==> src/design/slu_pkg.sv <==
// Shared types and constants for the symbol language lexer.
// Used by slu_core, slu_queue and symbol_language_lexer_unit; no dependencies.
package slu_pkg;

   localparam int PositionBits   = 16;
   localparam int WordBits       = 16;
   localparam int PrefixBits     = 24;
   localparam int QueueDepth     = 4;
   localparam int QueuePtrBits   = $clog2(QueueDepth);
   localparam int QueueCountBits = $clog2(QueueDepth + 1);

   localparam logic [3:0] KIND_VARIABLE = 4'd0;
   localparam logic [3:0] KIND_KEYWORD  = 4'd1;
   localparam logic [3:0] KIND_LPAREN   = 4'd2;
   localparam logic [3:0] KIND_RPAREN   = 4'd3;
   localparam logic [3:0] KIND_LSQUARE  = 4'd4;
   localparam logic [3:0] KIND_RSQUARE  = 4'd5;
   localparam logic [3:0] KIND_SEMI     = 4'd6;
   localparam logic [3:0] KIND_END      = 4'd7;
   localparam logic [3:0] KIND_INVALID  = 4'd8;

   localparam logic [1:0] KW_FUN = 2'd0;
   localparam logic [1:0] KW_LET = 2'd1;
   localparam logic [1:0] KW_IN  = 2'd2;
   localparam logic [1:0] KW_REC = 2'd3;

   localparam logic [PrefixBits-1:0] TEXT_FUN = "fun";
   localparam logic [PrefixBits-1:0] TEXT_LET = "let";
   localparam logic [PrefixBits-1:0] TEXT_IN  = {8'h00, "in"};
   localparam logic [PrefixBits-1:0] TEXT_REC = "rec";

   localparam logic [7:0] CHAR_NUL     = 8'h00;
   localparam logic [7:0] CHAR_EOS     = 8'hFF;
   localparam logic [7:0] CHAR_SPACE   = 8'h20;
   localparam logic [7:0] CHAR_TAB     = 8'h09;
   localparam logic [7:0] CHAR_CR      = 8'h0D;
   localparam logic [7:0] CHAR_FIRST   = 8'h21;
   localparam logic [7:0] CHAR_LAST    = 8'h7E;
   localparam logic [7:0] CHAR_HASH    = "#";
   localparam logic [7:0] CHAR_LPAREN  = "(";
   localparam logic [7:0] CHAR_RPAREN  = ")";
   localparam logic [7:0] CHAR_LSQUARE = "[";
   localparam logic [7:0] CHAR_RSQUARE = "]";
   localparam logic [7:0] CHAR_SEMI    = ";";

   typedef enum logic [1:0] {
      MODE_IDLE    = 2'd0,
      MODE_WORD    = 2'd1,
      MODE_COMMENT = 2'd2,
      MODE_HALTED  = 2'd3
   } mode_type;

   typedef struct packed {
      logic [3:0]          kind;
      logic [1:0]          keyword;
      logic [WordBits-1:0] start;
      logic [WordBits-1:0] length;
      logic                last;
   } result_type;

   typedef struct packed {
      logic [1:0]       num;
      result_type [1:0] res;
   } push_type;

   typedef struct packed {
      logic not_empty;
      logic room_for_two;
   } queue_status_type;

endpackage

==> src/design/slu_core.sv <==
// Lexer state and token generation for one source byte per transaction.
// Depends on slu_pkg.
module slu_core (
   input  logic              clock,
   input  logic              reset,
   input  logic              go,
   input  logic [7:0]        char_byte,
   output slu_pkg::push_type push
);

   slu_pkg::mode_type                 mode_ff, mode_in;
   logic [slu_pkg::PositionBits-1:0]  pos_ff, pos_in;
   logic [slu_pkg::PositionBits-1:0]  start_ff, start_in;
   logic [slu_pkg::WordBits-1:0]      len_ff, len_in;
   logic [slu_pkg::PrefixBits-1:0]    prefix_ff, prefix_in;

   logic       is_end, is_space, is_hash, is_punct, is_word, is_invalid;
   logic       ending_word, idle_active, idle_has;
   logic [3:0] punct_kind;
   slu_pkg::result_type word_res, idle_res;

   always_comb begin
      is_punct   = 1'b1;
      punct_kind = slu_pkg::KIND_LPAREN;
      case (char_byte)
         slu_pkg::CHAR_LPAREN:  punct_kind = slu_pkg::KIND_LPAREN;
         slu_pkg::CHAR_RPAREN:  punct_kind = slu_pkg::KIND_RPAREN;
         slu_pkg::CHAR_LSQUARE: punct_kind = slu_pkg::KIND_LSQUARE;
         slu_pkg::CHAR_RSQUARE: punct_kind = slu_pkg::KIND_RSQUARE;
         slu_pkg::CHAR_SEMI:    punct_kind = slu_pkg::KIND_SEMI;
         default:               is_punct   = 1'b0;
      endcase
   end

   assign is_end   = (char_byte == slu_pkg::CHAR_NUL) || (char_byte == slu_pkg::CHAR_EOS);
   assign is_space = (char_byte == slu_pkg::CHAR_SPACE) ||
                     ((char_byte >= slu_pkg::CHAR_TAB) && (char_byte <= slu_pkg::CHAR_CR));
   assign is_hash  = (char_byte == slu_pkg::CHAR_HASH);
   assign is_word  = (char_byte >= slu_pkg::CHAR_FIRST) && (char_byte <= slu_pkg::CHAR_LAST) &&
                     !is_punct && !is_hash;
   assign is_invalid = !is_end && !is_space && !is_hash && !is_punct && !is_word;

   assign ending_word = (mode_ff == slu_pkg::MODE_WORD) && !is_word;
   assign idle_active = (mode_ff == slu_pkg::MODE_IDLE) || ending_word;

   always_comb begin
      mode_in = mode_ff;
      unique case (mode_ff)
         slu_pkg::MODE_IDLE, slu_pkg::MODE_WORD: begin
            if (mode_ff == slu_pkg::MODE_WORD && is_word) begin
               mode_in = slu_pkg::MODE_WORD;
            end else if (is_end) begin
               mode_in = slu_pkg::MODE_IDLE;
            end else if (is_hash) begin
               mode_in = slu_pkg::MODE_COMMENT;
            end else if (is_word) begin
               mode_in = slu_pkg::MODE_WORD;
            end else if (is_invalid) begin
               mode_in = slu_pkg::MODE_HALTED;
            end else begin
               mode_in = slu_pkg::MODE_IDLE;
            end
         end
         slu_pkg::MODE_COMMENT: begin
            if (is_hash || is_end) begin
               mode_in = slu_pkg::MODE_IDLE;
            end
         end
         slu_pkg::MODE_HALTED: begin
            if (is_end) begin
               mode_in = slu_pkg::MODE_IDLE;
            end
         end
         default: mode_in = slu_pkg::MODE_IDLE;
      endcase
   end

   always_comb begin
      word_res         = '0;
      word_res.kind    = slu_pkg::KIND_VARIABLE;
      word_res.start   = slu_pkg::WordBits'(start_ff);
      word_res.length  = len_ff;
      if (len_ff == slu_pkg::WordBits'(3) && prefix_ff == slu_pkg::TEXT_FUN) begin
         word_res.kind    = slu_pkg::KIND_KEYWORD;
         word_res.keyword = slu_pkg::KW_FUN;
      end else if (len_ff == slu_pkg::WordBits'(3) && prefix_ff == slu_pkg::TEXT_LET) begin
         word_res.kind    = slu_pkg::KIND_KEYWORD;
         word_res.keyword = slu_pkg::KW_LET;
      end else if (len_ff == slu_pkg::WordBits'(2) && prefix_ff == slu_pkg::TEXT_IN) begin
         word_res.kind    = slu_pkg::KIND_KEYWORD;
         word_res.keyword = slu_pkg::KW_IN;
      end else if (len_ff == slu_pkg::WordBits'(3) && prefix_ff == slu_pkg::TEXT_REC) begin
         word_res.kind    = slu_pkg::KIND_KEYWORD;
         word_res.keyword = slu_pkg::KW_REC;
      end

      idle_res = '0;
      idle_has = 1'b0;
      if (is_end) begin
         idle_res.kind = slu_pkg::KIND_END;
         idle_has      = 1'b1;
      end else if (is_punct) begin
         idle_res.kind = punct_kind;
         idle_has      = 1'b1;
      end else if (is_invalid) begin
         idle_res.kind = slu_pkg::KIND_INVALID;
         idle_has      = 1'b1;
      end

      push = '0;
      if (go) begin
         unique case (mode_ff)
            slu_pkg::MODE_HALTED, slu_pkg::MODE_COMMENT: begin
               if (is_end) begin
                  push.num         = 2'd1;
                  push.res[0]      = '0;
                  push.res[0].kind = slu_pkg::KIND_END;
                  push.res[0].last = 1'b1;
               end
            end
            slu_pkg::MODE_IDLE, slu_pkg::MODE_WORD: begin
               if (ending_word) begin
                  push.res[0]      = word_res;
                  push.res[1]      = idle_res;
                  push.num         = idle_has ? 2'd2 : 2'd1;
                  push.res[0].last = !idle_has;
                  push.res[1].last = idle_has;
               end else if (idle_active && idle_has) begin
                  push.res[0]      = idle_res;
                  push.res[0].last = 1'b1;
                  push.num         = 2'd1;
               end
            end
            default: push = '0;
         endcase
      end
   end

   always_comb begin
      pos_in    = pos_ff + slu_pkg::PositionBits'(1);
      start_in  = start_ff;
      len_in    = len_ff;
      prefix_in = prefix_ff;
      if ((mode_ff == slu_pkg::MODE_HALTED || mode_ff == slu_pkg::MODE_COMMENT) && is_end) begin
         pos_in    = '0;
         start_in  = '0;
         len_in    = '0;
         prefix_in = '0;
      end else if (mode_ff == slu_pkg::MODE_WORD && is_word) begin
         if (len_ff < slu_pkg::WordBits'(3)) begin
            prefix_in = {prefix_ff[slu_pkg::PrefixBits-9:0], char_byte};
         end
         if (len_ff != '1) begin
            len_in = len_ff + slu_pkg::WordBits'(1);
         end
      end else if (idle_active) begin
         if (is_end || is_invalid) begin
            start_in  = '0;
            len_in    = '0;
            prefix_in = '0;
            if (is_end) begin
               pos_in = '0;
            end
         end else if (is_word) begin
            start_in  = pos_ff;
            len_in    = slu_pkg::WordBits'(1);
            prefix_in = slu_pkg::PrefixBits'(char_byte);
         end
      end
   end

   always_ff @(posedge clock) begin
      if (reset) begin
         mode_ff   <= slu_pkg::MODE_IDLE;
         pos_ff    <= '0;
         start_ff  <= '0;
         len_ff    <= '0;
         prefix_ff <= '0;
      end else if (go) begin
         mode_ff   <= mode_in;
         pos_ff    <= pos_in;
         start_ff  <= start_in;
         len_ff    <= len_in;
         prefix_ff <= prefix_in;
      end
   end

endmodule

==> src/design/slu_queue.sv <==
// Result queue: takes up to two tokens per cycle, hands out one per transaction.
// Depends on slu_pkg.
module slu_queue (
   input  logic                      clock,
   input  logic                      reset,
   input  slu_pkg::push_type         push,
   input  logic                      pop,
   output slu_pkg::result_type       head,
   output slu_pkg::queue_status_type status
);

   slu_pkg::result_type entry_ff [slu_pkg::QueueDepth];
   logic [slu_pkg::QueuePtrBits-1:0]   wr_ptr_ff, wr_ptr_in;
   logic [slu_pkg::QueuePtrBits-1:0]   rd_ptr_ff, rd_ptr_in;
   logic [slu_pkg::QueueCountBits-1:0] count_ff, count_in;
   logic [slu_pkg::QueuePtrBits-1:0]   wr_next;

   assign wr_next   = wr_ptr_ff + slu_pkg::QueuePtrBits'(1);
   assign wr_ptr_in = wr_ptr_ff + slu_pkg::QueuePtrBits'(push.num);
   assign rd_ptr_in = rd_ptr_ff + slu_pkg::QueuePtrBits'(pop);
   assign count_in  = count_ff + slu_pkg::QueueCountBits'(push.num)
                      - slu_pkg::QueueCountBits'(pop);

   assign head                = entry_ff[rd_ptr_ff];
   assign status.not_empty    = (count_ff != '0);
   assign status.room_for_two = (count_ff <= slu_pkg::QueueCountBits'(slu_pkg::QueueDepth - 2));

   always_ff @(posedge clock) begin
      if (push.num != 2'd0) begin
         entry_ff[wr_ptr_ff] <= push.res[0];
      end
      if (push.num == 2'd2) begin
         entry_ff[wr_next] <= push.res[1];
      end
   end

   always_ff @(posedge clock) begin
      if (reset) begin
         wr_ptr_ff <= '0;
         rd_ptr_ff <= '0;
         count_ff  <= '0;
      end else begin
         wr_ptr_ff <= wr_ptr_in;
         rd_ptr_ff <= rd_ptr_in;
         count_ff  <= count_in;
      end
   end

endmodule

==> src/design/symbol_language_lexer_unit.sv <==
// Symbol language lexer: one source byte per cycle in and one token per cycle out,
// unless req_stall or rsp_stall holds the flow. A byte taken on req waits in an input
// register; its tokens are then written to a four-entry queue and offered on rsp. A byte
// that ends a word and gives its own token yields two tokens for the single-token port.
// Reset: synchronous; lexer returns to idle with positions at zero, queue empties.
// Depends on slu_pkg, slu_core and slu_queue.
module symbol_language_lexer_unit (
   input  logic        clock,
   input  logic        reset,
   input  logic        req_valid,
   output logic        req_stall,
   input  logic [7:0]  req_char_byte,
   output logic        rsp_valid,
   input  logic        rsp_stall,
   output logic [3:0]  rsp_token_kind,
   output logic [1:0]  rsp_keyword_index,
   output logic [15:0] rsp_word_start,
   output logic [15:0] rsp_word_length,
   output logic        rsp_last_of_run
);

   logic       in_valid_ff, in_valid_in;
   logic [7:0] in_byte_ff, in_byte_in;
   logic       lex_go, req_take, rsp_take;

   slu_pkg::push_type         push;
   slu_pkg::result_type       head;
   slu_pkg::queue_status_type status;

   assign lex_go    = in_valid_ff && status.room_for_two;
   assign req_stall = in_valid_ff && !lex_go;
   assign req_take  = req_valid && !req_stall;
   assign rsp_valid = status.not_empty;
   assign rsp_take  = rsp_valid && !rsp_stall;

   always_comb begin
      in_valid_in = in_valid_ff;
      in_byte_in  = in_byte_ff;
      if (req_take) begin
         in_valid_in = 1'b1;
         in_byte_in  = req_char_byte;
      end else if (lex_go) begin
         in_valid_in = 1'b0;
      end
   end

   always_ff @(posedge clock) begin
      if (reset) begin
         in_valid_ff <= 1'b0;
      end else begin
         in_valid_ff <= in_valid_in;
      end
      in_byte_ff <= in_byte_in;
   end

   slu_core u_core (
      .clock     (clock),
      .reset     (reset),
      .go        (lex_go),
      .char_byte (in_byte_ff),
      .push      (push)
   );

   slu_queue u_queue (
      .clock  (clock),
      .reset  (reset),
      .push   (push),
      .pop    (rsp_take),
      .head   (head),
      .status (status)
   );

   assign rsp_token_kind    = head.kind;
   assign rsp_keyword_index = head.keyword;
   assign rsp_word_start    = head.start;
   assign rsp_word_length   = head.length;
   assign rsp_last_of_run   = head.last;

`ifndef SYNTHESIS
   a_pair_marks_last: assert property (@(posedge clock) disable iff (reset)
      push.num == 2'd2 |-> !push.res[0].last && push.res[1].last)
      else $error("two-token transaction marks the wrong token as last");

   a_single_is_last: assert property (@(posedge clock) disable iff (reset)
      push.num == 2'd1 |-> push.res[0].last)
      else $error("single token not marked as last");

   a_pair_starts_with_word: assert property (@(posedge clock) disable iff (reset)
      push.num == 2'd2 |-> (push.res[0].kind == slu_pkg::KIND_VARIABLE ||
                            push.res[0].kind == slu_pkg::KIND_KEYWORD))
      else $error("two-token transaction does not lead with a word");

   a_push_needs_byte: assert property (@(posedge clock) disable iff (reset)
      push.num != 2'd0 |-> in_valid_ff && status.room_for_two)
      else $error("tokens pushed without a held byte or queue room");
`endif

endmodule

==> config.mk <==
export PLATFORM = sky130hd
export DESIGN_NAME = symbol_language_lexer_unit
export DESIGN_NICKNAME = d
export VERILOG_FILES = /design/src/design/slu_pkg.sv /design/src/design/slu_core.sv /design/src/design/slu_queue.sv /design/src/design/symbol_language_lexer_unit.sv
export SDC_FILE = /design/constraint.sdc
export NUM_CORES = 1
export LEC_CHECK = 0
export ABC_CLOCK_PERIOD_IN_PS = 3300
export BUFFER_PORTS_ARGS = -buffer_cell sky130_fd_sc_hd__buf_2
export CAP_MARGIN = 20
export CELL_PAD_IN_SITES_DETAIL_PLACEMENT = 1
export CELL_PAD_IN_SITES_GLOBAL_PLACEMENT = 1
export CORE_MARGIN = 5
export CORE_UTILIZATION = 35
export CTS_CLUSTER_DIAMETER = 150
export DETAILED_ROUTE_END_ITERATION = 7
export GPL_ROUTABILITY_DRIVEN = 0
export PLACE_DENSITY_LB_ADDON = 0.1
export SLEW_MARGIN = 15
export SYNTH_ARGS = -nofsm -noshare
export SYNTH_HDL_FRONTEND = slang
export SYNTH_SLANG_ARGS = --single-unit
==> constraint.sdc <==
create_clock -name clock -period 3.3 [get_ports clock]
set_clock_uncertainty 0.15 [all_clocks]
set_input_delay 0.66 -clock clock [delete_from_list [all_inputs] [get_ports clock]]
set_output_delay 0.66 -clock clock [all_outputs]
set_load 0.02 [all_outputs]
==> metrics <==
fin cells 1642; HP Class input pin to register; TritonCTS Sinks 246; Lkg Pwr 4.386 nW; Overall Power 7.166 mW; die area 34340 um2; final wirelength 33.00 mm; Yosys reg bits 246; most common cell after layout, fill and taps aside dfxtp_1; synth-to-layout area growth 19.52%; mux cell area share after synthesis 0.08538; number of max-cap violations 0; final instance area 12860 um2; Post-Syn Area 10760 um2; post-layout util 0.4225; final setup TNS 0 ns; largest net degree at the start of global routing 52; Clock Latency Late Sink 0.55 ns; critical path class register to register; Synth Area in Simple Gates 0.2162; worst vdd ir 0.0003826 V; via-per-instance ratio 5.471; DRT iter0 DRCs 401; CTS Root Cell clkbuf_16; Core Region 30430 um2; Unique masters post-synth 68; unrepaired setup endpoints after global routing yes; Avg Cell Area, Syn 9.257 um2; CP endpoint kind register; fin worst setup slack 0.08250 ns; Detailed Place HPWL 21.81 mm; worst slew pin tran 0.7490 ns; type of origin of the critical path register; Main synth FF type dfxtp_1; Row Count 64; drt drc 0; H-tree depth 1; status finished clean; first-pass GRT wire length 52.91 mm; CTS tree built; maximum root-to-sink buffer count 3; Clock transition at path regs 0.06 ns; number of synthesized flops with an enable pin 28; 1st-pass router iterations 4; post-synthesis sequential area ratio 0.4839; chip width 185.3 um; # diodes 0; overall global routing resource usage 0.1911; Max-slew headroom 0.4968; initial antenna violation count 0; final setup fails 0; via count 8984; Routed Antenna Nets 0; Worst EP arrival 3.48 ns; GRT overflow 0; vias in the first global route 9291; share of cells above drive strength 1 0.1966; commonest non-fill, non-tap cells in the layout dfxtp_1 (216), nand3_1 (172), nand2_1 (131); Ports 53; Max Slew Vio Count 0; Synth Area in XOR/XNOR 0.01547; Final min period 3.217 ns; syn_nets 1183; Synth Area in Compound Gates 0.1451; Placed Cells incl. Taps 1584; Fin Hold WS 0.1411 ns; ys async rst share 0; final worst path period share 0.9750; drt wl/cell 20.10 um; Yosys warnings 0; adder-cell share of the synthesized area 0.01117; Place WS -0.09579 ns; TritonCTS Buffers 29; Achievable Freq 310.8 MHz; Max FO, Critical Path 5; Port Buffers 52; Fin. Hold Viols 0; dpl cell area 11850 um2; worst path required time 3.57 ns; Initial Util 0.3535; Die H 185.3 um; pwr dens 557.4 nW/um2; final layout net count 1245; Synth Instances 1162; # hold bufs at CTS 0; largest family of logic cells by synthesized area simple AND/OR/NAND/NOR gates
-- cell usage after synthesis (5+ instances only) --
cell type | number | area [um2]
xnor2_1 | 6 | 52.55
nand2b_1 | 10 | 62.56
dfxtp_1 | 218 | 4364
a22o_1 | 12 | 105.1
or4_1 | 7 | 52.55
inv_1 | 15 | 56.30
o21ai_1 | 5 | 25.02
mux4_2 | 39 | 878.3
xor2_1 | 13 | 113.9
nor3_1 | 13 | 65.06
nor2b_1 | 9 | 56.30
buf_2 | 20 | 100.1
nor4_1 | 10 | 62.56
nand4_1 | 14 | 87.58
o31ai_1 | 26 | 195.2
o22ai_1 | 11 | 68.82
edfxtp_1 | 28 | 840.8
or3_1 | 23 | 143.9
ha_1 | 8 | 100.1
o21ai_0 | 95 | 475.5
buf_1 | 16 | 60.06
nand3_1 | 173 | 865.8
nand2_1 | 132 | 495.5
a21oi_1 | 85 | 425.4
nor2_1 | 42 | 157.7
clkbuf_1 | 65 | 244.0
-- where the power goes --
| part | switching [mW] | internal (mW) |
|---|---|---|
| clock network | 1.25 | 1.70 |
| registers | 0.0681 | 3.09 |
| logic | 0.640 | 0.421 |
-- per-layer routing --
layer  vias to the layer above  part of all wire  global-route usage
met5                         -                 0                   0
met3                        32             0.030             0.02219
met1                      4453              0.50              0.2762
li1                       4389                 -                   -
met4                         0             0.016             0.03787
met2                       110              0.45              0.3109
-- timing repair --
item | in CTS | in global routing
buffers inserted | 0 | 4
gates cloned | 0 | 1
pin swaps | 0 | 7
gates resized for setup | 4 | 24
endpoints found under the setup margin | 42 | 192
-- critical path: stages (launching register included) --
cell and delay [ns]:
edfxtp_1 0.43, or4b_4 0.60, a211oi_4 0.20, a311oi_2 0.10, a2111oi_4 0.47, nand2_2 0.15, ha_4 0.28, inv_2 0.03
fa_2 0.32, xor2_1 0.15, xnor2_1 0.15, nor2_1 0.05
-- state kept, by name, indices dropped and copies added, names as in the netlist --
name	cells
u_core.len_ff	16
u_queue.entry_ff	156
u_core.mode_ff	2
u_queue.count_ff	3
u_queue.rd_ptr_ff	2
in_byte_ff	8
in_valid_ff	1
u_core.prefix_ff	24
u_core.start_ff	16
u_queue.wr_ptr_ff	2
u_core.pos_ff	16
-- worst paths after layout --
kind | start | cells past startpoint | endpoint | slack [ns]
worst max-delay path | in_byte_ff[4]$_DFFE_PP_ | 11 | u_queue.count_ff[2]$_SDFF_PP0_ | 0.08
worst min-delay path | req_char_byte[7] | 1 | in_byte_ff[7]$_DFFE_PP_ | 0.14
worst max register to register | in_byte_ff[4]$_DFFE_PP_ | 11 | u_queue.count_ff[2]$_SDFF_PP0_ | 0.08
worst min register to register | u_queue.entry_ff[3][25]$_SDFFE_PP0P_ | 2 | u_queue.entry_ff[3][25]$_SDFFE_PP0P_ | 0.30
-- cell families (layout without fill, tap and decap cells) --
group | count (synthesis) | count (layout)
simple gates | 467 | 468
compound gates | 262 | 262
flops | 246 | 246
buf+inv | 116 | 199
mux | 43 | 43
xor+xnor | 19 | 19
fa+ha+maj | 9 | 9
-- cell type report --
type                    count  area, um2
clock inverters             9      45.04
flip-flops and latches    246       5207
fillers                  3516      17570
well taps                 396      495.5
clock buffers              44      822.0
repair buffers            131      984.7
inverters                  15      56.30
multi-input cells         801       5245
Power figures use the tool's default switching activity.
